$ cat src/sv/bvs_pkg.sv
// ----------------------------------------------------------------------------
// bvs_pkg: shared types and constants of the video service block
// Service codes, mode numbers, status codes, the decoded command that passes
// from the front end to the execution unit, and the back end state encoding.
// ----------------------------------------------------------------------------
package bvs_pkg;

  // Default screen geometry, handed to the top level parameters.
  localparam int DEF_TEXT_COLUMNS = 80;
  localparam int DEF_TEXT_ROWS    = 25;
  localparam int DEF_GFX_WIDTH    = 320;
  localparam int DEF_GFX_HEIGHT   = 200;

  // Widest pixel address over the supported geometry range (1024 x 768).
  localparam int PIX_ADDR_MAX_W = 20;

  // Command queue depth. It must be a power of two so the pointers wrap.
  localparam int CMDQ_DEPTH = 2;

  // Service codes carried in AH.
  localparam logic [7:0] FN_SET_MODE        = 8'h00;
  localparam logic [7:0] FN_SET_CURSOR      = 8'h02;
  localparam logic [7:0] FN_GET_CURSOR      = 8'h03;
  localparam logic [7:0] FN_WRITE_CHAR_ATTR = 8'h09;
  localparam logic [7:0] FN_WRITE_CHAR      = 8'h0A;
  localparam logic [7:0] FN_WRITE_PIXEL     = 8'h0C;
  localparam logic [7:0] FN_READ_PIXEL      = 8'h0D;
  localparam logic [7:0] FN_TELETYPE        = 8'h0E;
  localparam logic [7:0] FN_GET_MODE        = 8'h0F;

  // Supported video modes.
  localparam logic [7:0] MODE_TEXT = 8'h03;
  localparam logic [7:0] MODE_GFX  = 8'h13;

  // Cursor shape returned by get cursor, and the mask that clears BH.
  localparam logic [15:0] CURSOR_SHAPE  = 16'h0607;
  localparam logic [15:0] LOW_BYTE_MASK = 16'h00FF;

  typedef enum logic [1:0] {
    STAT_OK    = 2'd0,
    STAT_UNSUP = 2'd1,
    STAT_FAULT = 2'd2,
    STAT_TTY   = 2'd3
  } status_t;

  typedef enum logic [3:0] {
    OP_SET_MODE,
    OP_SET_CURSOR,
    OP_GET_CURSOR,
    OP_WRITE_CHAR,
    OP_WRITE_PIXEL,
    OP_READ_PIXEL,
    OP_TELETYPE,
    OP_GET_MODE,
    OP_UNSUPPORTED
  } op_t;

  typedef struct packed {
    logic [7:0]  function_req;
    logic [7:0]  al;
    logic [15:0] bx;
    logic [15:0] cx;
    logic [15:0] dx;
  } in_item_t;

  typedef struct packed {
    status_t     status;
    logic [15:0] out_ax;
    logic [15:0] out_bx;
    logic [15:0] out_cx;
    logic [15:0] out_dx;
  } out_item_t;

  // Decoded call as queued between the front end and the execution unit.
  typedef struct packed {
    op_t                       op;
    logic                      wr_attr;
    logic                      pix_ok;
    logic [PIX_ADDR_MAX_W-1:0] pix_addr;
    in_item_t                  item;
  } cmd_t;

  typedef enum logic [2:0] {
    ST_CLEAR,
    ST_IDLE,
    ST_EXEC,
    ST_FILL,
    ST_FINISH
  } back_state_t;

endpackage

$ cat src/sv/bvs_cmd_fifo.sv
// ----------------------------------------------------------------------------
// bvs_cmd_fifo: command queue
// A short first-in first-out queue of decoded commands that lets the decoder
// and the execution unit stall independently.
// ----------------------------------------------------------------------------
module bvs_cmd_fifo (
  input  logic          clk,
  input  logic          rst_n,
  input  logic          push,
  input  bvs_pkg::cmd_t push_data,
  output logic          full,
  input  logic          pop,
  output logic          pop_valid,
  output bvs_pkg::cmd_t pop_data
);

  localparam int PW = (bvs_pkg::CMDQ_DEPTH > 1) ? $clog2(bvs_pkg::CMDQ_DEPTH) : 1;

  bvs_pkg::cmd_t entry_r [bvs_pkg::CMDQ_DEPTH];
  logic [PW-1:0] wr_ptr_r, wr_ptr_nxt;
  logic [PW-1:0] rd_ptr_r, rd_ptr_nxt;
  logic [PW:0]   count_r, count_nxt;
  logic          do_push, do_pop;

  assign full      = (count_r == (PW + 1)'(bvs_pkg::CMDQ_DEPTH));
  assign pop_valid = (count_r != '0);
  assign pop_data  = entry_r[rd_ptr_r];
  assign do_push   = push && !full;
  assign do_pop    = pop && pop_valid;

  // Pointer and occupancy update.
  always_comb begin
    wr_ptr_nxt = do_push ? wr_ptr_r + PW'(1) : wr_ptr_r;
    rd_ptr_nxt = do_pop ? rd_ptr_r + PW'(1) : rd_ptr_r;
    count_nxt  = count_r;
    if (do_push && !do_pop) begin
      count_nxt = count_r + (PW + 1)'(1);
    end else if (do_pop && !do_push) begin
      count_nxt = count_r - (PW + 1)'(1);
    end
  end

  always_ff @(posedge clk) begin
    if (!rst_n) begin
      wr_ptr_r <= '0;
      rd_ptr_r <= '0;
      count_r  <= '0;
    end else begin
      wr_ptr_r <= wr_ptr_nxt;
      rd_ptr_r <= rd_ptr_nxt;
      count_r  <= count_nxt;
    end
  end

  // Entry storage.
  always_ff @(posedge clk) begin
    if (do_push) begin
      entry_r[wr_ptr_r] <= push_data;
    end
  end

endmodule

$ cat config.mk
export PLATFORM = sky130hd
export DESIGN_NAME = bvs_cmd_fifo
export DESIGN_NICKNAME = d
export VERILOG_FILES = /design/src/sv/bvs_pkg.sv /design/src/sv/bvs_cmd_fifo.sv
export SDC_FILE = /design/constraint.sdc
export NUM_CORES = 1
export LEC_CHECK = 0
export ABC_AREA = 1
export BUFFER_PORTS_ARGS = -buffer_cell sky130_fd_sc_hd__buf_2
export CAP_MARGIN = 20
export CORE_UTILIZATION = 57
export DETAILED_ROUTE_END_ITERATION = 12
export GPL_TIMING_DRIVEN = 1
export PLACE_DENSITY = 0.87
export SLEW_MARGIN = 20
export SYNTH_ARGS = -nofsm -noshare
export SYNTH_HDL_FRONTEND = slang
export SYNTH_SLANG_ARGS = --single-unit
$ cat constraint.sdc
create_clock -name clk -period 7.1 [get_ports clk]
set_input_delay 0.355 -clock clk [delete_from_list [all_inputs] [get_ports clk]]
set_output_delay 0.355 -clock clk [all_outputs]
set_load 0.1 [all_outputs]
Word level (Yosys, flattened, before mapping) --
Memories as Yosys holds them, arrays and structs flattened. A register that Yosys moved wholly into a read port is not among the register bits. Index checks and enable logic that the tools add are counted.
Cells by class: $add $sub $neg 4, equal/unequal tests 1, muxes and demuxes 6, reduce and logical (&&, ||, !) cells 9
Operator list (count):
- $logic_and A1 B1 Y1 | 4
- $mux W1 | 4
- $mux W2 | 2
- $reduce_bool A2 Y1 | 2
- $logic_not A1 Y1 | 3
- $add A1 B1 Y1 const B | 2
- $add A2 B1 Y2 const B | 1
- $eq A2 B2 Y1 const B | 1
- $sub A2 B1 Y2 const B | 1
Word-level totals: flip-flop bits (word level) 4, memory bits (writable) 180, input bits 94, output and inout bits 92, memories kept 1
Memory list:
- entry_r | words 2, bits a word 90, rd ports 1, clocked after memory_dff 1, wr ports 1, line bvs_cmd_fifo.sv:19 | bvs_pkg::cmd_t entry_r [bvs_pkg::CMDQ_DEPTH];

Logic depth before layout (Yosys ltp) --
depth in word-level cells 7, depth in mapped cells 10

Worst setup path after synthesis --
No wires, ideal clock.
kind register to register, start register count_r[1], end memory entry_r[0][0] in the netlist's numbering, enable pin, setup time 539 ps, arrival time 4240 ps, required time 6561 ps, slack 2321 ps, cell stages (with the launch flop) 4, path buffers 0, period minus slack after synthesis 4779 ps, cell sequence dfxtp_1 -> inv_1 -> o21ai_2 -> nor2_1
Between the ends: cells in the longest elaborated chain, start to end 5
Ends and longest elaborated chain:
- start: declaration | line bvs_cmd_fifo.sv:22 | logic [PW:0] count_r, count_nxt;
- start signal: assignment | line bvs_cmd_fifo.sv:51 | count_r <= count_nxt;
- $eq A2 B2 Y1 | line bvs_cmd_fifo.sv:25 | assign full = (count_r == (PW + 1)'(bvs_pkg::CMDQ_DEPTH));
- $logic_not A1 Y1 | line bvs_cmd_fifo.sv:28 | assign do_push = push && !full;
- $logic_and A1 B1 Y1 | line bvs_cmd_fifo.sv:28
- $mux W1 | line bvs_cmd_fifo.sv:57 | if (do_push) begin
- $mux W1 (implied by the code) | line bvs_cmd_fifo.sv:58 | entry_r[wr_ptr_r] <= push_data;
- end: declaration | line bvs_cmd_fifo.sv:19
Every way passes these cells.

==> metrics.txt <==
run status=completed; Final HPWL DP=8040 µm; Internal Dissipation=2.34 mW; Startpoint Class=flop; Nets=609; diode count=0; P&R area growth vs syn=21.9%; TritonCTS clock tree=done; Std-Cell Core Area=12200 µm²; Leakage Power=3.49 nW; RR Endpoint=entry_r[0][27]; Initial Util=59.1%; Syn Nets=412; Post-route DRC=0; post-route setup TNS=0 ps; Post-Syn Area=7190 µm²; EDFF count, synth=180; Net Switching=1.83 mW; IO buf count=185; Worst EP required=6740 ps; total of max-cap violations=0; Post-CTS Setup Repair Bufs=0; # setup viols final=0; Reg2Reg Depth=4; Seq pwr share=35.2%; RSZ-0062 raised after global routing=no; CTS buffer count=17; largest net degree at the start of global routing=62; num ports=186; Synth warnings=0; Pins Over Slew Limit=0; R2R Setup Slk=4590 ps; Mapped Cells=317; Critical Path End=pop_data[24]; Wirelength per Cell=17.7 µm; post-synth top area share=75.1%; final hold viol count=0; Worst Path Class, Setup=reg -> out; Rel. slew slack=37.8%; crit path DAT=2900 ps; Iter 0 DRT Violations=164; post-cts sizing count=0; Power, Total=4.17 mW; global-route wire length before repair=18200 µm; gr ovfl total=0; Clock Pin Slew Worst Setup and Hold Paths=60 ps; crit-path max FO=46; final WL=12200 µm; vias in the first global route=3543; VDD IR-drop max=0.000312 V; router iterations before antenna repair=4; Fmax=0.307 GHz; Die Span X=114 µm; top_reg_cell synth=edfxtp_1; antenna violations before repair=0; row cnt=40; minimum clock period=3260 ps; Routed Antenna Nets=0; worst-margin pin slew=931 ps; Vias=3504; clock latency on the worst-skew pair=420 ps; Yosys reg bits=185; Total Routing Usage GR=19.4%; DR vias/cell=5.06; root buf cell=clkbuf_16; share of layout cells above drive strength 1=58.5%; sequential share of the synthesized area=76.5%; Crit. End Element=output port; Cell Pwr Density=476 nW/µm²; sw frac=43.9%; die area=13100 µm²; post-synthesis average cell area=22.7 µm²; FF-to-FF Start=count_r[1]; TritonCTS sink count=185; leading cell types by count after synthesis=180 x edfxtp_1, 90 x mux2_4, 9 x buf_12, 9 x nor2_1, 8 x inv_1; Clock Power Share=22.6%; Core Util, Final=72.1%; asr flop ratio synth=0%; top-count cell post-synth=edfxtp_1; CTS Buffer Depth=2; top post-synthesis cells by area=edfxtp_1 75%, mux2_4 19%, buf_12 2.5%, dfxtp_1 1.4%, nor2_1 0.47%; area leader, netlist=edfxtp_1; Final Cycle Share=45.9%; Layout Skew=5.68 ps; RePlAce Congestion=0.663; Netlist cell types=15; post-cts hold buffer count=0; Max H-tree Level=4; Comb pwr share=42.2%; min-delay worst type=in -> reg; height of the die=114 µm
-- worst max-delay path: stages (launching register included) --
cell and delay [ps]:
dfxtp_4 910, buf_4 770, mux2_4 290, buf_2 420
-- layout make-up --
class / count / area, µm²
Sequential cell: 185 / 5510
Fill cell: 711 / 3400
Multi-Input combinational cell: 114 / 1480
Timing Repair Buffer: 188 / 948
Clock buffer: 18 / 429
Tap cell: 168 / 210
Clock inverter: 12 / 158
Inverter: 8 / 30.0
-- worst min path at each step --
stage	startpoint	endpoint	slack (ps)	depth (start not counted)
2_1_floorplan	push_data[0]	entry_r[0][0]	450	0
3_3_place_gp	rd_ptr_r	rd_ptr_r	480	2
3_5_place_dp	rd_ptr_r	flop	490	2
4_1_cts	push_data[24]	entry_r[1][24]	110	1
5_1_grt	push_data[26]	entry_r[0][26]	110	1
6_report	push_data[3]	entry_r[0][3]	120	1
-- sequential cells by signal, indices dropped and copies added (netlist names), named ones only --
signal / flops
count_r: 2
entry_r: 180
rd_ptr_r: 1
wr_ptr_r: 1
-- cell usage in the layout (no fill, tap or decap) --
cell type,count
nor2_4,2
nor2_1,7
buf_4,3
dfxtp_4,1
ha_1,1
bufinv_16,4
clkinv_1,4
inv_1,8
mux2_4,90
o21a_1,1
clkinv_2,3
nand4_1,1
dfxtp_1,4
nand2_1,7
a21oi_1,1
edfxtp_1,180
clkinvlp_4,1
buf_2,185
o21ai_2,1
o21ai_0,2
clkbuf_16,17
nand3_1,1
clkbuf_1,1
-- kinds of logic (layout without fill, tap and decap cells) --
logic type / Yosys count / in the layout / synth area share (%)
AO/OA/AOI/OAI: 5 / 5 / 0.435
flip-flops: 185 / 185 / 76.5
multiplexers: 90 / 90 / 18.8
adder cells (fa/ha/maj): 1 / 1 / 0.174
AND/OR/NAND/NOR: 18 / 18 / 0.991
buffers and inverters: 18 / 226 / 3.08
-- power by group through the flow --
stage          Clock (mW)  Combinational, mW  Sequential [mW]
6_report            0.942               1.76             1.47
5_1_grt             0.998               1.81             1.48
4_1_cts             0.956               1.77             1.47
3_5_place_dp            0               1.76             1.49
3_3_place_gp            0               1.75             1.48
2_1_floorplan           0               1.64             1.45
-- routing by layer --
layer  up-vias  track usage [%]  wire [µm]
li1       1624                -          -
met1      1721             24.4       4970
met2       140             31.9       6300
met3        19             5.03        769
met4         0             8.83        200
met5         -                0          0
-- through the flow --
| step | setup slack [ps] | cell area, µm² | hold slack [ps] | std cells |
|---|---|---|---|---|
| final | 3840 | 8770 | 120 | 693 |
| after detailed placement | 4280 | 8180 | 494 | 663 |
| after global placement | 4310 | 8180 | 482 | 663 |
| after global routing | 3720 | 8770 | 110 | 693 |
| after CTS | 3810 | 8770 | 105 | 693 |
| after floorplan | 2320 | 7190 | 454 | 317 |
No activity file was read; power rests on OpenSTA's default activity.
