$ cat src/sv/bvs_pkg.sv
// ----------------------------------------------------------------------------
// bvs_pkg: shared types and constants of the video service block
// Service codes, mode numbers, status codes, the decoded command that passes
// from the front end to the execution unit, and the back end state encoding.
// ----------------------------------------------------------------------------
package bvs_pkg;

  // Default screen geometry, handed to the top level parameters.
  localparam int DEF_TEXT_COLUMNS = 80;
  localparam int DEF_TEXT_ROWS    = 25;
  localparam int DEF_GFX_WIDTH    = 320;
  localparam int DEF_GFX_HEIGHT   = 200;

  // Widest pixel address over the supported geometry range (1024 x 768).
  localparam int PIX_ADDR_MAX_W = 20;

  // Command queue depth. It must be a power of two so the pointers wrap.
  localparam int CMDQ_DEPTH = 2;

  // Service codes carried in AH.
  localparam logic [7:0] FN_SET_MODE        = 8'h00;
  localparam logic [7:0] FN_SET_CURSOR      = 8'h02;
  localparam logic [7:0] FN_GET_CURSOR      = 8'h03;
  localparam logic [7:0] FN_WRITE_CHAR_ATTR = 8'h09;
  localparam logic [7:0] FN_WRITE_CHAR      = 8'h0A;
  localparam logic [7:0] FN_WRITE_PIXEL     = 8'h0C;
  localparam logic [7:0] FN_READ_PIXEL      = 8'h0D;
  localparam logic [7:0] FN_TELETYPE        = 8'h0E;
  localparam logic [7:0] FN_GET_MODE        = 8'h0F;

  // Supported video modes.
  localparam logic [7:0] MODE_TEXT = 8'h03;
  localparam logic [7:0] MODE_GFX  = 8'h13;

  // Cursor shape returned by get cursor, and the mask that clears BH.
  localparam logic [15:0] CURSOR_SHAPE  = 16'h0607;
  localparam logic [15:0] LOW_BYTE_MASK = 16'h00FF;

  typedef enum logic [1:0] {
    STAT_OK    = 2'd0,
    STAT_UNSUP = 2'd1,
    STAT_FAULT = 2'd2,
    STAT_TTY   = 2'd3
  } status_t;

  typedef enum logic [3:0] {
    OP_SET_MODE,
    OP_SET_CURSOR,
    OP_GET_CURSOR,
    OP_WRITE_CHAR,
    OP_WRITE_PIXEL,
    OP_READ_PIXEL,
    OP_TELETYPE,
    OP_GET_MODE,
    OP_UNSUPPORTED
  } op_t;

  typedef struct packed {
    logic [7:0]  function_req;
    logic [7:0]  al;
    logic [15:0] bx;
    logic [15:0] cx;
    logic [15:0] dx;
  } in_item_t;

  typedef struct packed {
    status_t     status;
    logic [15:0] out_ax;
    logic [15:0] out_bx;
    logic [15:0] out_cx;
    logic [15:0] out_dx;
  } out_item_t;

  // Decoded call as queued between the front end and the execution unit.
  typedef struct packed {
    op_t                       op;
    logic                      wr_attr;
    logic                      pix_ok;
    logic [PIX_ADDR_MAX_W-1:0] pix_addr;
    in_item_t                  item;
  } cmd_t;

  typedef enum logic [2:0] {
    ST_CLEAR,
    ST_IDLE,
    ST_EXEC,
    ST_FILL,
    ST_FINISH
  } back_state_t;

endpackage

$ cat src/sv/bvs_front.sv
// ----------------------------------------------------------------------------
// bvs_front: call decoder
// Takes one transaction per cycle unless held off by a full queue, classifies
// the service code, checks pixel bounds, forms the pixel address and queues it.
// ----------------------------------------------------------------------------
module bvs_front #(
  parameter int GFX_WIDTH  = bvs_pkg::DEF_GFX_WIDTH,
  parameter int GFX_HEIGHT = bvs_pkg::DEF_GFX_HEIGHT
) (
  input  logic              clk,
  input  logic              rst_n,
  input  logic              in_valid,
  output logic              in_stall,
  input  bvs_pkg::in_item_t in_data,
  output logic              q_push,
  input  logic              q_full,
  output bvs_pkg::cmd_t     q_data
);

  localparam int PIX_COUNT = GFX_WIDTH * GFX_HEIGHT;
  localparam int PIX_AW    = $clog2(PIX_COUNT);
  localparam logic [PIX_AW-1:0] GW = PIX_AW'(GFX_WIDTH);

  logic                  fr_valid_r, fr_valid_nxt;
  bvs_pkg::cmd_t         fr_cmd_r, fr_cmd_nxt;
  logic                  accept;
  logic [PIX_AW-1:0]     pix_addr;

  // Hold off the source only while a decoded command waits on a full queue.
  assign in_stall = fr_valid_r && q_full;
  assign accept   = in_valid && !in_stall;
  assign q_push   = fr_valid_r && !q_full;
  assign q_data   = fr_cmd_r;

  // Row-major pixel address; only meaningful when the bounds check passes.
  assign pix_addr = PIX_AW'(in_data.dx) * GW + PIX_AW'(in_data.cx);

  // Classify the call.
  always_comb begin
    fr_cmd_nxt          = fr_cmd_r;
    fr_valid_nxt        = fr_valid_r && !q_push;
    if (accept) begin
      fr_valid_nxt        = 1'b1;
      fr_cmd_nxt.item     = in_data;
      fr_cmd_nxt.wr_attr  = 1'b0;
      fr_cmd_nxt.pix_ok   = (in_data.cx < 16'(GFX_WIDTH)) && (in_data.dx < 16'(GFX_HEIGHT));
      fr_cmd_nxt.pix_addr = bvs_pkg::PIX_ADDR_MAX_W'(pix_addr);
      unique case (in_data.function_req)
        bvs_pkg::FN_SET_MODE: begin
          if (in_data.al == bvs_pkg::MODE_TEXT || in_data.al == bvs_pkg::MODE_GFX) begin
            fr_cmd_nxt.op = bvs_pkg::OP_SET_MODE;
          end else begin
            fr_cmd_nxt.op = bvs_pkg::OP_UNSUPPORTED;
          end
        end
        bvs_pkg::FN_SET_CURSOR:  fr_cmd_nxt.op = bvs_pkg::OP_SET_CURSOR;
        bvs_pkg::FN_GET_CURSOR:  fr_cmd_nxt.op = bvs_pkg::OP_GET_CURSOR;
        bvs_pkg::FN_WRITE_CHAR_ATTR: begin
          fr_cmd_nxt.op      = bvs_pkg::OP_WRITE_CHAR;
          fr_cmd_nxt.wr_attr = 1'b1;
        end
        bvs_pkg::FN_WRITE_CHAR:  fr_cmd_nxt.op = bvs_pkg::OP_WRITE_CHAR;
        bvs_pkg::FN_WRITE_PIXEL: fr_cmd_nxt.op = bvs_pkg::OP_WRITE_PIXEL;
        bvs_pkg::FN_READ_PIXEL:  fr_cmd_nxt.op = bvs_pkg::OP_READ_PIXEL;
        bvs_pkg::FN_TELETYPE:    fr_cmd_nxt.op = bvs_pkg::OP_TELETYPE;
        bvs_pkg::FN_GET_MODE:    fr_cmd_nxt.op = bvs_pkg::OP_GET_MODE;
        default:                 fr_cmd_nxt.op = bvs_pkg::OP_UNSUPPORTED;
      endcase
    end
  end

  // Decode register.
  always_ff @(posedge clk) begin
    if (!rst_n) begin
      fr_valid_r <= 1'b0;
    end else begin
      fr_valid_r <= fr_valid_nxt;
    end
    fr_cmd_r <= fr_cmd_nxt;
  end

endmodule

$ cat config.mk
export PLATFORM = sky130hd
export DESIGN_NAME = bvs_front
export DESIGN_NICKNAME = d
export VERILOG_FILES = /design/src/sv/bvs_pkg.sv /design/src/sv/bvs_front.sv
export SDC_FILE = /design/constraint.sdc
export NUM_CORES = 1
export LEC_CHECK = 0
export ABC_AREA = 1
export BUFFER_PORTS_ARGS = -buffer_cell sky130_fd_sc_hd__buf_4
export CORE_AREA = 2 2 106 108
export CTS_BUF_LIST = sky130_fd_sc_hd__clkbuf_8
export DETAILED_ROUTE_END_ITERATION = 10
export DIE_AREA = 0 0 108 110
export PLACE_DENSITY_LB_ADDON = 0.15
export SKIP_CTS_REPAIR_TIMING = 1
export SKIP_LAST_GASP = 1
export SYNTH_ARGS = -nofsm -noshare
export SYNTH_HDL_FRONTEND = slang
export SYNTH_SLANG_ARGS = --single-unit
$ cat constraint.sdc
create_clock -name clk -period 6.1 [get_ports clk]
set_input_delay 0.305 -clock clk [delete_from_list [all_inputs] [get_ports clk]]
set_output_delay 0.305 -clock clk [all_outputs]
set_load 0.02 [all_outputs]
Yosys cells after proc, flatten, opt, wreduce, memory -nomap -nowiden
Cells that the tools add are included.
Cells by class
  add/subtract/negate cells: 1
  multiply operators: 1
  order comparisons: 2
  eq/ne operators: 10
  multiplexer cells: 4
  reduce and logical (&&, ||, !) cells: 11
Operator list (number)
  == test 8 x 4 -> 1 bit, second input constant: 6
  case mux 4 bit (8 select lines): 1
  == test 8 x 2 -> 1 bit, second input constant: 3
  adder 16 bit: 1
  less-than comparator 16 x 8 -> 1 bit, second input constant: 1
  less-than comparator 16 x 9 -> 1 bit, second input constant: 1
  multiplier 16 x 3 -> 10 bit, second input constant: 1
  == test 8 x 5 -> 1 bit, second input constant: 1
  zero test 8 bit: 1
  logical AND 1 bit: 5
  2-to-1 mux 4 bit: 1
  zero test 1 bit: 3
  2-to-1 mux 1 bit: 2
  OR reduction 2 bit: 1
  logical OR 1 bit: 1
Storage, ports and cells
  register bits: 87
  input bits: 68
  output and inout port bits: 92
  logic and storage cells: 39

Logic depth before layout (Yosys ltp)
  depth after elaboration: 5
  mapped depth: 15

Least setup slack after synthesis
OpenSTA, ideal clock, no wires.
  path type: input to register
  start: input port q_full
  end: register fr_cmd_r (netlist bit q_data[0]), enable pin
  setup time: 0.519 ns
  arrival time: 3.837 ns
  setup slack: 1.744 ns
  stages on the path: 3
  buffers on the path: 0
  cell sequence: nand2_1 inv_1 nor2_1
Between the ends
  longest elaborated chain between the ends: 3
Ends and longest elaborated chain
  start, declared: RTL line bvs_front.sv:16  | input logic q_full,
  logical AND 1 bit: RTL line bvs_front.sv:30  | assign in_stall = fr_valid_r && q_full;
  named net in_stall: RTL line bvs_front.sv:13  | output logic in_stall,
  zero test 1 bit: RTL line bvs_front.sv:31  | assign accept = in_valid && !in_stall;
  logical AND 1 bit: RTL line bvs_front.sv:31
  named net accept: RTL line bvs_front.sv:26  | logic accept;
  end signal, assigned: RTL line bvs_front.sv:79  | fr_cmd_r <= fr_cmd_nxt;
  end, declared: RTL line bvs_front.sv:25  | bvs_pkg::cmd_t fr_cmd_r, fr_cmd_nxt;
The timed path passes the listed nets, and every way through them passes these cells.
A chain may end at the register's enable or synchronous reset.

Worst setup path after layout
  start: input port in_data[1] in the netlist's numbering
  end: register fr_cmd_r (netlist bit q_data[78]), data pin
Between the ends
  longest elaborated chain between the ends: 2
Ends and longest elaborated chain
  start, declared: RTL line bvs_front.sv:14  | input bvs_pkg::in_item_t in_data,
  multiplier 16 x 3 -> 10 bit: RTL line bvs_front.sv:36  | assign pix_addr = PIX_AW'(in_data.dx) * GW + PIX_AW'(in_data.cx);
  adder 16 bit: RTL line bvs_front.sv:36
  named net pix_addr[14]: RTL line bvs_front.sv:27  | logic [PIX_AW-1:0] pix_addr;
The timed path passes the listed nets, and every way through them passes these cells.

==> out/results.txt <==
Layout Utilization - 0.480
Worst-path clk slew - 0.08 ns
number of remaining DRC errors - 0
most common cell after layout, fill and taps aside - buf_4
Synth Flop Type - edfxtp_1
Layout Nets - 547
Antenna Violating Nets Remaining - 0
Max Cap Viol - 0
sequential area share after synthesis - 0.663
Yosys reg bits - 81
worst slew pin tran - 1.08 ns
worst hold slack - 0.128 ns
slowest stage delay, CP - 0.43 ns
largest net degree at the start of global routing - 42
leakage power figure - 2.36 nW
CTS tree - yes
via count - 2627
clock share of power - 0.273
worst hold path class - in -> reg
synth unique cells - 30
kind of critical path - in -> reg
Num CTS Buffers - 9
htree depth - 3
Post-synth EDFFs - 80
total power draw - 1.39 mW
Synth top area share - 0.658
Critical Path AT - 2.66 ns
first-pass GRT wire length - 12.8 mm
outcome - finished clean
Final Hold Fails - 0
worst reg2reg path startpoint - fr_valid_r
Place WS - 3.17 ns
Root Driver - clkbuf_8
Crit path required time - 6.22 ns
gpl congestion - 0.828
Finished Cell Area - 5130 um2
Async S/R FF share, synth - 0
area occupied by multi-input gates - 1030 um2
PwrDens - 272 nW/um2
initial antenna violation count - 0
dpl hpwl - 6.67 mm
die area - 11900 um2
cell area after synthesis - 3650 um2
hold path depth - 1
Reg power frac - 0.487
clock latency on the worst-skew pair - 0.35 ns
Slew Limit Fails - 0
# rows - 38
FILL cells - 1025
Setup violations, final - 0
syn_area_per_cell - 12.4 um2
grt ovf - 0
Hold Startpoint - in_data[36]
vias in the first global route - 2587
drt pass-1 iters - 4
synth top area cells - edfxtp_1 66%, ha_1 7.5%, nand2_1 6.4%
Longest Clk Path Bufs - 2
Total GRT Usage - 0.144
crit path launch type - input pin
cells after synthesis - 295
Starting Density - 0.342
Worst Skew - 0.00859 ns
die height - 110 um
Final WS setup - 3.56 ns
Synth-to-Final Area Change - 40.4%
ANT cells - 0
Iter 0 DRT Violations - 47
clock sink count - 81
Sw Share - 0.288
placed cells - 584
wire length per cell - 14.2 um
register area - 2420 um2
port bufs - 155
maximum vdd drop - 0.0000959 V
crit-path cells - buf_4 > ha_1 > ha_1 > fa_1 > nand2_1 > nand3_1 > nand2_1 > xnor2_1 > ha_1 > a21oi_1 > a21boi_0 > nand2_1 > nand2_1 > nand2_1
area post-placement - 4940 um2
Int Pwr - 993 uW
crit path max fanout - 4
WL final - 8.54 mm
Ports - 160
Synth warnings - 0
Core Box Area - 10700 um2
RSZ-0062 raised after global routing - no
Worst path slowest cell - fa_1
worst reg2reg path depth - 4
Setup crit end kind - register
FF-to-FF End - q_data[30]
Combinational Power Share - 0.239
slack of the worst reg-to-reg path - 3.86 ns
largest area contributor in the netlist - edfxtp_1
commonest cells after routing, fill and taps aside - 156 x buf_4, 80 x edfxtp_1, 62 x nand2_1
Hold EP - q_data[36]
switching power - 401 uW
Final period util - 0.417
Die W - 108 um
setup TNS - 0 ns
fmax - 0.394 GHz
Slew headroom - 0.280
Final Non-Filler Cells - 600
CP dominant cell by count - nand2_1
fin crit period - 2.54 ns
Via-to-Cell Ratio - 4.38
fraction of layout instances using a drive strength above 1 - 0.391
## worst max-delay path by stage
stage | start | end
6_report | in_data[1] | q_data[78]
3_5_place_dp | in_data[1] | q_data[78]
4_1_cts | in_data[1] | q_data[78]
5_1_grt | in_data[1] | q_data[78]
3_3_place_gp | in_data[1] | q_data[78]
2_1_floorplan | q_full | q_data[0]
## sequential cells by signal, summed over array words and instances, names as in the netlist
signal / cells
q_data: 80
fr_valid_r: 1
## per-layer routing
| layer | global-route usage | routed length (um) | vias to the layer above | share of wire |
|---|---|---|---|---|
| li1 | - | - | 1318 | - |
| met1 | 0.167 | 3500 | 1197 | 0.41 |
| met2 | 0.252 | 4280 | 97 | 0.50 |
| met3 | 0.0317 | 577 | 15 | 0.068 |
| met4 | 0.0751 | 187 | 0 | 0.022 |
| met5 | 0 | 0 | - | 0 |
## power groups by stage
| stage | clock (mW) | combinational [mW] | sequential, mW |
|---|---|---|---|
| 2_1_floorplan | 0 | 0.145 | 0.749 |
| 3_3_place_gp | 0 | 0.335 | 0.693 |
| 3_5_place_dp | 0 | 0.339 | 0.693 |
| 4_1_cts | 0.396 | 0.339 | 0.681 |
| 5_1_grt | 0.416 | 0.369 | 0.684 |
| 6_report | 0.381 | 0.334 | 0.680 |
## cells in the mapped netlist, types with 2 or more instances
cell type	n
nor4_1	2
xnor2_1	3
nand2_1	62
inv_1	37
fa_1	2
nand3_1	14
nor2_1	20
xor2_1	7
ha_1	22
buf_4	10
nand4_1	2
a21oi_1	8
or2_2	3
edfxtp_1	80
nand3_2	3
a21boi_0	2
nor3_1	5
## logic make-up after synthesis
kind of cell             count (synthesis)  share of synthesized area
AO/OA/AOI/OAI                           16                     0.0274
XOR/XNOR                                10                     0.0240
adder cells (fa/ha/maj)                 24                     0.0863
buffers and inverters                   48                     0.0596
flip-flops                              81                      0.663
other                                    1                    0.00103
AND/OR/NAND/NOR                        115                      0.139
## layout make-up
| type | count | area share |
|---|---|---|
| Sequential cell | 81 | 0.472 |
| Inverter | 38 | 0.0278 |
| Clock buffer | 9 | 0.0241 |
| Multi-Input combinational cell | 169 | 0.201 |
| Tap cell | 140 | 0.0341 |
| Timing Repair Buffer | 156 | 0.228 |
| Clock inverter | 7 | 0.0124 |
## worst max-delay path, delay by kind of cell
family / cells / cell delay [ns]
AOI/OAI and AO/OA: 2 / 0.40
xor gates and xnor gates: 1 / 0.13
adders and majority gates: 4 / 1.27
buffers and inverters: 1 / 0.13
and+or+nand+nor: 6 / 0.41
No activity file was read; power rests on OpenSTA's default activity.
